[src/aedm_pkg.sv]
// Shared types and constants of the adaptive EMA dose monitor.
package aedm_pkg;

  localparam int HPC_W     = 20;   // hot-pixel count field width
  localparam int RPP_W     = 20;   // rad_per_pixel width
  localparam int ALPHA_W   = 16;   // Q0.16 filter weight
  localparam int LEVEL_W   = 32;   // Q4.28 level
  localparam int TS_W      = 48;   // millisecond timestamp
  localparam int DOSE_W    = 64;   // dose sum
  localparam int PERIOD_W  = 16;   // frame period and cooldown width
  localparam int CFG_W     = 32;   // widest configuration register
  localparam int CFG_IDX_W = 3;

  localparam int COUNT_BITS_DEF = 20;

  localparam logic [LEVEL_W-1:0]  LEVEL_FLOOR = 32'd2684;
  localparam logic [28:0]         ONE_Q28     = 29'h1000_0000;

  localparam logic [RPP_W-1:0]    RPP_RST        = 20'd13422;
  localparam logic [ALPHA_W-1:0]  ALPHA_LOW_RST  = 16'd3277;
  localparam logic [ALPHA_W-1:0]  ALPHA_HIGH_RST = 16'd32768;
  localparam logic [LEVEL_W-1:0]  ALERT_RST      = 32'd13421773;
  localparam logic [PERIOD_W-1:0] PERIOD_RST     = 16'd50;
  localparam logic [PERIOD_W-1:0] COOLDOWN_RST   = 16'd1000;

  typedef enum logic [CFG_IDX_W-1:0] {
    CFG_ENABLE     = 3'd0,
    CFG_RPP        = 3'd1,
    CFG_ALPHA_LOW  = 3'd2,
    CFG_ALPHA_HIGH = 3'd3,
    CFG_ALERT      = 3'd4,
    CFG_PERIOD     = 3'd5,
    CFG_COOLDOWN   = 3'd6
  } aedm_cfg_idx_e;

  typedef enum logic [2:0] {
    ST_IDLE,
    ST_SAMPLE,
    ST_ALPHA,
    ST_BLEND,
    ST_DOSE,
    ST_FIN
  } aedm_state_e;

  typedef struct packed {
    logic load;
    logic sample_en;
    logic alpha_en;
    logic blend_en;
    logic dose_en;
    logic commit;
  } aedm_cmd_t;

  typedef struct packed {
    logic enable;
  } aedm_sts_t;

endpackage

[src/aedm_ctrl.sv]
// Sequencing controller of the adaptive EMA dose monitor.
module aedm_ctrl
  import aedm_pkg::*;
(
  input  logic      clk_i,
  input  logic      rst_ni,
  input  logic      in_valid_i,
  output logic      in_stall_o,
  output logic      out_valid_o,
  input  logic      out_stall_i,
  input  aedm_sts_t sts_i,
  output aedm_cmd_t cmd_o
);

  aedm_state_e state_q, state_d;
  logic        out_valid_q, out_valid_d;
  logic        out_free;

  assign out_free = !out_valid_q || !out_stall_i;

  always_comb begin
    state_d = state_q;
    case (state_q)
      ST_IDLE:   if (in_valid_i && sts_i.enable) state_d = ST_SAMPLE;
      ST_SAMPLE: state_d = ST_ALPHA;
      ST_ALPHA:  state_d = ST_BLEND;
      ST_BLEND:  state_d = ST_DOSE;
      ST_DOSE:   state_d = ST_FIN;
      ST_FIN:    if (out_free) state_d = ST_IDLE;
      default:   state_d = ST_IDLE;
    endcase
  end

  always_comb begin
    cmd_o       = '0;
    in_stall_o  = 1'b1;
    case (state_q)
      ST_IDLE: begin
        in_stall_o = 1'b0;
        cmd_o.load = in_valid_i && sts_i.enable;
      end
      ST_SAMPLE: cmd_o.sample_en = 1'b1;
      ST_ALPHA:  cmd_o.alpha_en  = 1'b1;
      ST_BLEND:  cmd_o.blend_en  = 1'b1;
      ST_DOSE:   cmd_o.dose_en   = 1'b1;
      ST_FIN:    cmd_o.commit    = out_free;
      default:   in_stall_o      = 1'b1;
    endcase
    out_valid_d = cmd_o.commit || (out_valid_q && out_stall_i);
  end

  always_ff @(posedge clk_i or negedge rst_ni) begin
    if (!rst_ni) begin
      state_q     <= ST_IDLE;
      out_valid_q <= 1'b0;
    end else begin
      state_q     <= state_d;
      out_valid_q <= out_valid_d;
    end
  end

  assign out_valid_o = out_valid_q;

endmodule

[config.mk]
export PLATFORM = sky130hd
export DESIGN_NAME = aedm_ctrl
export DESIGN_NICKNAME = d
export VERILOG_FILES = /design/src/aedm_pkg.sv /design/src/aedm_ctrl.sv
export SDC_FILE = /design/constraint.sdc
export NUM_CORES = 1
export LEC_CHECK = 0
export BUFFER_PORTS_ARGS = -buffer_cell sky130_fd_sc_hd__buf_4
export CORE_AREA = 4 4 41 43
export CTS_CLUSTER_SIZE = 12
export DETAILED_ROUTE_END_ITERATION = 10
export DIE_AREA = 0 0 45 47
export SETUP_SLACK_MARGIN = 0.5
export SLEW_MARGIN = 20
export SYNTH_ARGS = -nofsm -noshare
export SYNTH_HDL_FRONTEND = slang
export SYNTH_SLANG_ARGS = --single-unit
[constraint.sdc]
create_clock -name clk_i -period 1.2 [get_ports clk_i]
set_input_delay 0.06 -clock clk_i [delete_from_list [all_inputs] [get_ports clk_i]]
set_output_delay 0.06 -clock clk_i [all_outputs]
set_load 0.01 [all_outputs]
==> impl_metrics.csv, run 1 <==
group,metric,value,unit
final_layout,fin_nets,51,
clock_tree,htreeDepth,1,
worst_setup_path,path_cells,"or3_4, nor2_4, buf_6",
worst_setup_path,cp.required,1.14,ns
job,maxCapViolations,0,
synth,synth.area.top_cells,"dfrtp_1, nor3b_1, buf_6",
clock_tree,cts_inserted_buffers,3,
global_routing,grt_antenna_before_repair,0,
global_routing,grt_usage,6.809,%
synth,ys.warnings.count,0,
floorplan,die_w,45,um
detailed_routing,wl,612,um
power,power_density,2552,nW/um^2
timing,fmax,784.6,MHz
detailed_routing,routedWlPerCell,10.37,um
worst_setup_path,path_max_fanout,2,
worst_hold_path,hp-class,"primary input to flip-flop",
placed_design,place_congestion,0.6959,
worst_setup_path,critPathSlowestCell,"or3_4",
synth,ys_seq_area_share,43.48,%
floorplan,pin_count,13,
global_routing,use_met2,9.605,%
timing,worst_slack,-0.07458,ns
placed_design,dp_hpwl,434.7,um
timing,layout_min_cycle_time,1.275,ns
detailed_routing,drc,0,
timing,whs,0.07584,ns
power,leakage,0.2154,nW
worst_setup_path,cp_slowest_stage_delay,0.42,ns
synth,yosysTopAreaCell,"dfrtp_1",
outcome,outcome,"finished, violations left",
floorplan,die_area,2115,um^2
final_layout,fin_util,34.81,%
power,vdd_ir_drop_max,0.7679,mV
detailed_routing,drtIter0Drc,2,
global_routing,grt_most_used_layer,"met4",
floorplan,die_h,47,um
detailed_routing,vias,247,
clock_tree,cts_sinks,4,
clock_tree,root_buffer,"clkbuf_4",
final_layout,antenna_cells,0,
final_layout,drive_gt1_share,63.64,%
global_routing,use_met1,7.780,%
clock_tree,clockBufferDepth,2,
synth,ys_ff_latch,4,
global_routing,grtUsageMet3,0,%
timing,tns,-0.1450,ns
synth,synth_nets,28,
worst_setup_path,worstSetupEndpointType,"output pin",
final_layout,syn2layout_area_growth,96.74,%
timing,slew_viol_final,0,
timing,fin_crit_sh,106.2,%
floorplan,core,1301,um^2
synth,synth_top_area_share,43.48,%
detailed_routing,drt_pass1_iterations,2,
floorplan,rows,13,
worst_setup_path,crit_type,"flip-flop to output pin",
global_routing,grt_max_degree,8,
worst_setup_path,startpoint_type,"flip-flop",
detailed_routing,vias_per_cell,4.186,
timing,max_slew_margin,83.69,%
worst_setup_path,critPathArrivalTime,1.21,ns
placed_design,post-place-ws,0.1539,ns
clock_tree,cts_tree,"done",
timing,finalSetupViolCount,3,
floorplan,start_util,17.69,%
clock_tree,clk_pin_slew_worst_paths,0.04,ns
global_routing,grt_pass1_vias,248,
placed_design,portBuffers,12,
synth,synth_area,230.2,um^2
synth,synth_cells,23,
detailed_routing,detail-route-antenna-nets,0,
synth,syn_avg_cell_area,10.01,um^2
outcome,violations,"setup timing",
timing,hold_violations,0,
clock_tree,clock_latency,0.23,ns
timing,fin_worst_skew,0.001353,ns
global_routing,gr-total-overflow,0,
timing,rsz0062_at_grt,"true",
synth,ys_types,17,
global_routing,grt_pass1_wl,959,um
timing,worst_pin_slew,0.2431,ns
-- sequential cells by signal, summed over array words and instances (netlist names) --
signal,flops
out_valid_o,1
state_q,3
-- cells in the mapped netlist --
cell,number
a211oi_1,1
a21boi_0,1
a21oi_1,1
a221oi_1,1
and3b_2,1
buf_6,1
dfrtp_1,4
nand2_1,3
nand2b_1,1
nand3_1,1
nand3b_1,1
nor2_1,1
nor2_2,1
nor3b_1,2
o21bai_1,1
or2_1,1
or3_4,1
-- per-layer routing --
metal	up-vias	wire [um]
met2	8	305
met1	112	273
met5	-	0
met4	0	0
li1	127	-
met3	0	34
-- layout by cell type (no fill, tap or decap) --
cell type,n
a21oi_2,1
nand3_1,1
clkbuf_4,3
nor2_1,1
nand2b_1,1
nand3b_1,1
o21bai_1,1
or2_1,1
nor3b_2,2
dlygate4sd3_1,1
a211oi_1,1
and3b_2,1
buf_4,11
dfrtp_1,4
nand2_1,2
a21boi_0,1
or3_4,1
nand2_2,1
a221oi_1,1
nor2_4,1
buf_6,7
-- kinds of logic after synthesis --
kind of cell / share of synthesized area (%)
DFF: 43.48
AOI/OAI and AO/OA: 15.76
buffers and inverters: 4.891
and+or+nand+nor: 35.87
-- path summary, 6_finish.rpt --
check | start | endpoint | slack, ns | cells after the start
setup / recovery | state_q[0] | cmd_o[5] | -0.07 | 3
hold / removal | out_stall_i | out_valid_o | 0.08 | 3
setup reg to reg | state_q[2] | state_q[0] | 0.13 | 4
hold reg to reg | out_valid_o | out_valid_o | 0.58 | 2
max in group asynchronous | rst_ni | state_q[1] | 0.94 | 2
min in group asynchronous | rst_ni | state_q[2] | 0.16 | 2
-- cell type report --
type                            count  area (um^2)
Fill cell                         140        848.3
Clock buffer                        3        22.52
Tap cell                           15        18.77
Sequential cell                     4        100.1
Multi-Input combinational cell     18        140.1
Timing Repair Buffer               19        171.4
-- power breakdown --
group / switching (W) / internal, W
clock network: 0.0000490 / 0.000111
registers: 0.0000514 / 0.000198
logic: 0.000305 / 0.000442
-- through the flow --
| step | cell area, um^2 | power, W | cells |
|---|---|---|---|
| after detailed placement | 369.1 | 0.0008649 | 52 |
| final | 452.9 | 0.001156 | 59 |
| after floorplan | 249.0 | 0.0006102 | 23 |
| after global routing | 452.9 | 0.001253 | 59 |
| after CTS | 431.7 | 0.001120 | 58 |
| after global placement | 369.1 | 0.0008644 | 52 |
-- repair_timing --
action                                  4_1_cts  5_1_grt
buffers inserted                              2        1
endpoints found under the hold margin         4        0
endpoints found under the setup margin       12       12
resized for setup                             4        4
pin swaps                                     5        2
cloned                                        0        0
hold buffers                                  1        0
-- critical path: cells and delay by family, from the launching register on --
kind,cells,cell delay [ns]
buffers and inverters,1,0.10
and+or+nand+nor,2,0.51
DFF,1,0.38
No activity file was read; power rests on OpenSTA's default activity.
==> run 2, diff against run 1 <==
--- a/config.mk
+++ b/config.mk
@@ -5,6 +5,7 @@
 export SDC_FILE = /design/constraint.sdc
 export NUM_CORES = 1
 export LEC_CHECK = 0
+export ABC_AREA = 1
 export BUFFER_PORTS_ARGS = -buffer_cell sky130_fd_sc_hd__buf_4
 export CORE_AREA = 4 4 41 43
 export CTS_CLUSTER_SIZE = 12
==> impl_metrics.csv, run 2 <==
group,metric,value,unit
final_layout,fin_nets,57,
clock_tree,htreeDepth,1,
global_routing,gr-total-overflow,0,
timing,fmax,856.4,MHz
synth,synth.area.top_cells,"dfrtp_1, inv_1, nand2_1",
synth,syn_avg_cell_area,7.066,um^2
clock_tree,clockBufferDepth,2,
final_layout,final_cell_mix,"buf_4, nand2_1, inv_1, nand2_2, inv_2",
clock_tree,clk_pin_slew_worst_paths,0.04,ns
placed_design,portBuffers,12,
synth,ys_seq_area_share,41.67,%
placed_design,place_congestion,0.7468,
timing,fin_crit_sh,97.30,%
power,leakage,0.2333,nW
global_routing,grt_usage,6.651,%
detailed_routing,drc,0,
floorplan,die_h,47,um
synth,synth_top_area_share,41.67,%
final_layout,fin_cells,66,
detailed_routing,wl,581,um
outcome,outcome,"finished, final reports clean",
floorplan,die_area,2115,um^2
timing,layout_min_cycle_time,1.168,ns
synth,ys.flop_type,"dfrtp_1",
clock_tree,cts_inserted_buffers,3,
worst_hold_path,hp-class,"primary input to flip-flop",
synth,ys_ff_latch,4,
synth,yosysMostFrequentCell,"inv_1",
worst_setup_path,cp.required,1.14,ns
timing,finalSetupViolCount,0,
clock_tree,cts_sinks,4,
global_routing,grt_max_degree,8,
final_layout,design_area,417.9,um^2
clock_tree,clock_latency,0.24,ns
worst_setup_path,critPathSlowestCell,"dfrtp_2",
detailed_routing,vias,250,
floorplan,start_util,18.46,%
synth,synth_area,240.2,um^2
synth,synth_edf_count,0,
global_routing,grt_pass1_vias,268,
final_layout,syn2layout_area_growth,73.96,%
synth,ys_types,10,
floorplan,die_w,45,um
synth,ys.warnings.count,0,
placed_design,place_area,360.3,um^2
timing,hold_violations,0,
placed_design,dp_hpwl,466.8,um
worst_setup_path,path_max_fanout,6,
timing,fin_worst_skew,0.002159,ns
final_layout,final_common_cell,"buf_4",
clock_tree,root_buffer,"clkbuf_4",
final_layout,antenna_cells,0,
synth,synth-async-reset-ratio,100.0,%
worst_setup_path,critPathArrivalTime,1.11,ns
synth,synth_nets,39,
global_routing,grt_pass1_wl,972,um
synth,synth_cells,34,
power,power_density,2460,nW/um^2
final_layout,drive_gt1_share,66.67,%
worst_setup_path,crit_type,"flip-flop to output pin",
floorplan,core,1301,um^2
detailed_routing,detail-route-antenna-nets,0,
final_layout,largest_reg_flops,3,
final_layout,largest-register,"state_q",
floorplan,rows,13,
detailed_routing,vias_per_cell,3.788,
power,vdd_ir_drop_max,0.8564,mV
timing,max_slew_margin,88.33,%
timing,slew_viol_final,0,
clock_tree,cts_setup_buffers,0,
final_layout,fillers,155,
global_routing,grt_antenna_before_repair,0,
worst_setup_path,path_cells,"nor2_4, nand2_2, nor2_1, buf_4",
detailed_routing,routedWlPerCell,8.803,um
job,maxCapViolations,0,
worst_setup_path,startpoint_type,"flip-flop",
clock_tree,cts_tree,"done",
placed_design,placed_cells,61,
worst_setup_path,cp_slowest_stage_delay,0.46,ns
timing,worst_pin_slew,0.1737,ns
worst_setup_path,worstSetupEndpointType,"output pin",
detailed_routing,drt_pass1_iterations,2,
detailed_routing,drtIter0Drc,2,
synth,synth_commonest_cells,"inv_1, nand2_1, dfrtp_1",
synth,yosysTopAreaCell,"dfrtp_1",
floorplan,pin_count,13,
timing,rsz0062_at_grt,"true",
-- run 2: final cells by class --
type / instances / area (um^2) / share of cell area [%]
Multi-Input combinational cell: 21 / 131.4 / 31.44
Sequential cell: 4 / 103.9 / 24.85
Timing Repair Buffer: 13 / 103.9 / 24.85
Inverter: 9 / 33.78 / 8.084
Clock buffer: 4 / 26.28 / 6.287
Tap cell: 15 / 18.77 / 4.491
-- run 2: kinds of logic (layout without fill, tap and decap cells) --
kind of cell,count (synthesis),count (layout),synth area share [%]
buf+inv,9,26,14.06
flops,4,4,41.67
simple gates,20,20,40.62
compound gates,1,1,3.646
-- run 2: repair_timing --
action                                  in CTS  in global routing
pin swaps                                    4                  4
resized for setup                            7                  1
hold buffers                                 1                  0
hold endpoints to repair                     4                  0
endpoints found under the setup margin      12                 12
-- run 2: report_power, final --
part	internal [W]	switching, W
Sequential	0.000205	0.000108
Clock	0.000126	0.0000658
Combinational	0.000255	0.000269
-- run 2: worst paths after layout --
check | from | end | slack (ns) | cells past startpoint
max | state_q[1] | cmd_o[5] | 0.03 | 4
min | out_stall_i | out_valid_o | 0.05 | 3
max reg2reg | state_q[1] | state_q[0] | 0.27 | 4
min reg2reg | out_valid_o | out_valid_o | 0.53 | 2
max in group asynchronous | rst_ni | state_q[2] | 0.95 | 2
min in group asynchronous | rst_ni | state_q[1] | 0.14 | 2
-- run 2: per-layer routing --
layer,global-route usage [%],share of wire [%]
met5,0,0
met1,6.865,40
met2,11.02,51
met4,3.509,1.7
met3,3.448,7.2
-- run 2: per-stage QoR --
stage	TNS [ns]	hold WS, ns	power [W]	setup slack [ns]	utilization, %
2_1_floorplan	0	-0.2356	0.0005809	0.2960	-
3_3_place_gp	0	-0.1427	0.0007785	0.2383	27.69
3_5_place_dp	0	-0.1424	0.0007929	0.2123	27.69
4_1_cts	0	0.04788	0.001035	0.02085	31.92
5_1_grt	-0.08594	0.08327	0.001113	-0.03758	32.12
6_report	0	0.05277	0.001028	0.03239	32.12
-- run 2: critical path: cells and delay by family, from the launching register on --
kind,cells,cell delay (ns)
simple gates,3,0.29
buf+inv,1,0.12
flops,1,0.46
==> run 3, diff against run 2 <==
--- a/config.mk
+++ b/config.mk
@@ -11,6 +11,7 @@
 export CTS_CLUSTER_SIZE = 12
 export DETAILED_ROUTE_END_ITERATION = 10
 export DIE_AREA = 0 0 45 47
+export REMOVE_ABC_BUFFERS = 1
 export SETUP_SLACK_MARGIN = 0.5
 export SLEW_MARGIN = 20
 export SYNTH_ARGS = -nofsm -noshare
==> impl_metrics.csv, run 3 (same netlist as run 2, synthesis figures left out) <==
group,metric,value,unit
detailed_routing,vias,270,
floorplan,core,1301,um^2
final_layout,drive_gt1_share,66.07,%
timing,fin_worst_skew,0.001174,ns
clock_tree,clk_pin_slew_worst_paths,0.04,ns
detailed_routing,drt_pass1_iterations,2,
placed_design,place_congestion,0.7062,
floorplan,start_util,18.46,%
placed_design,post-place-ws,0.2297,ns
worst_setup_path,critPathArrivalTime,1.10,ns
timing,tns,0,ns
timing,max_slew_margin,88.86,%
placed_design,dp_hpwl,407.8,um
final_layout,final_cell_mix,"buf_4, nand2_1, inv_1",
detailed_routing,vias_per_cell,3.803,
power,power_density,2463,nW/um^2
worst_setup_path,r2r_setup_slack,0.18,ns
worst_setup_path,r2r_end,"state_q[2]",
placed_design,portBuffers,12,
final_layout,final_common_cell,"buf_4",
final_layout,largest_reg_flops,3,
placed_design,place_area,349.1,um^2
power,leakage,0.2681,nW
timing,fmax,861.2,MHz
detailed_routing,drc,0,
clock_tree,cts_tree,"done",
detailed_routing,detail-route-antenna-nets,0,
final_layout,fillers,144,
global_routing,grt_pass1_vias,274,
timing,worst_slack,0.03887,ns
global_routing,grt_pass1_wl,1.117,mm
final_layout,fin_nets,63,
clock_tree,htreeDepth,1,
floorplan,die_w,45,um
detailed_routing,routedWlPerCell,8.901,um
floorplan,rows,13,
worst_setup_path,crit_type,"flip-flop to output pin",
final_layout,design_area,464.2,um^2
clock_tree,clock_latency,0.23,ns
worst_setup_path,startpoint_type,"flip-flop",
floorplan,pin_count,13,
final_layout,syn2layout_area_growth,93.23,%
floorplan,die_area,2115,um^2
worst_setup_path,worstSetupEndpointType,"output pin",
worst_setup_path,cp-startpoint,"state_q[2]",
clock_tree,root_buffer,"clkbuf_4",
global_routing,grt_antenna_before_repair,0,
outcome,outcome,"finished, final reports clean",
worst_hold_path,hp-class,"primary input to flip-flop",
timing,finalSetupViolCount,0,
floorplan,die_h,47,um
timing,layout_min_cycle_time,1.161,ns
worst_setup_path,r2r_start,"state_q[1]",
timing,worst_pin_slew,0.1658,ns
job,maxCapViolations,0,
global_routing,gr-total-overflow,0,
power,vdd_ir_drop_max,0.7663,mV
timing,slew_viol_final,0,
timing,hold_violations,0,
worst_setup_path,cp.required,1.14,ns
detailed_routing,wl,632,um
global_routing,grt_usage,7.924,%
timing,fin_crit_sh,96.76,%
clock_tree,cts_inserted_buffers,3,
detailed_routing,drtIter0Drc,6,
clock_tree,clockBufferDepth,2,
final_layout,antenna_cells,0,
worst_setup_path,worst_r2r_path_depth,6,
worst_setup_path,path_max_fanout,6,
timing,rsz0062_at_grt,"true",
clock_tree,cts_sinks,4,
global_routing,grt_max_degree,7,
worst_setup_path,setup.worst_path.end,"cmd_o[0]",
final_layout,largest-register,"state_q",
[run 3: cell count changes in the layout (fill, tap and decap cells not counted)]
| cell | before | now |
|---|---|---|
| buf_6 | 1 | 3 |
| nand2_1 | 6 | 7 |
| buf_4 | 11 | 15 |
| nand2_2 | 5 | 4 |
| inv_1 | 5 | 7 |
| inv_2 | 4 | 2 |
| clkbuf_1 | 1 | 0 |
[run 3: how the worst min path moves through the flow]
stage                     slack (ns)  depth (start not counted)   startpoint          end
after detailed placement       -0.14                          1       rst_ni  out_valid_o
after floorplan                -0.24                          0       rst_ni  out_valid_o
after global placement         -0.14                          1       rst_ni  out_valid_o
after global routing            0.09                          3  out_stall_i  out_valid_o
final                           0.06                          3  out_stall_i  out_valid_o
after CTS                       0.05                          3  out_stall_i  out_valid_o
[run 3: timing repair]
item,CTS,global route
hold buffers,1,0
hold endpoints to repair,4,0
gates resized for setup,9,5
setup buffers,5,1
pin swaps,3,3
setup endpoints to repair,12,12
[run 3: where the power goes]
part / total [W] / internal, W / leakage, nW / switching, W
combinational: 0.000662 / 0.000369 / 0.207 / 0.000293
sequential: 0.000311 / 0.000205 / 0.0471 / 0.000106
clock: 0.000170 / 0.000112 / 0.0138 / 0.0000579
total: 0.00114 / 0.000686 / 0.268 / 0.000457
[run 3: worst max-delay path: stages, from the launching register on]
cell,delay (ns)
dfrtp_2,0.41
nand2_2,0.08
nor2_4,0.12
inv_2,0.05
nor2_2,0.07
buf_4,0.12
[run 3: routing by layer]
metal / GRT usage [%] / part of all wire (%) / up-vias
li1: - / - / 143
met1: 8.486 / 42 / 121
met2: 10.73 / 52 / 6
met3: 4.981 / 6.5 / 0
met4: 7.018 / 0 / 0
met5: 0 / 0 / -
[run 3: area by class of cell]
cell class	count	area, um^2	area share, %
clock buffers	3	22.52	4.852
inverters	9	33.78	7.278
multi-input cells	21	128.9	27.76
flip-flops and latches	4	103.9	22.37
well taps	15	18.77	4.043
repair buffers	19	156.4	33.69
[run 3: through the flow]
step / util [%] / instances / total power (W) / hold WS (ns)
floorplan: - / 34 / 0.0005415 / -0.2356
global placement: 26.83 / 61 / 0.0007359 / -0.1419
detailed placement: 26.83 / 61 / 0.0007379 / -0.1415
CTS: 34.13 / 70 / 0.001083 / 0.04711
global route: 35.67 / 71 / 0.001248 / 0.08936
finish: 35.67 / 71 / 0.001143 / 0.06223
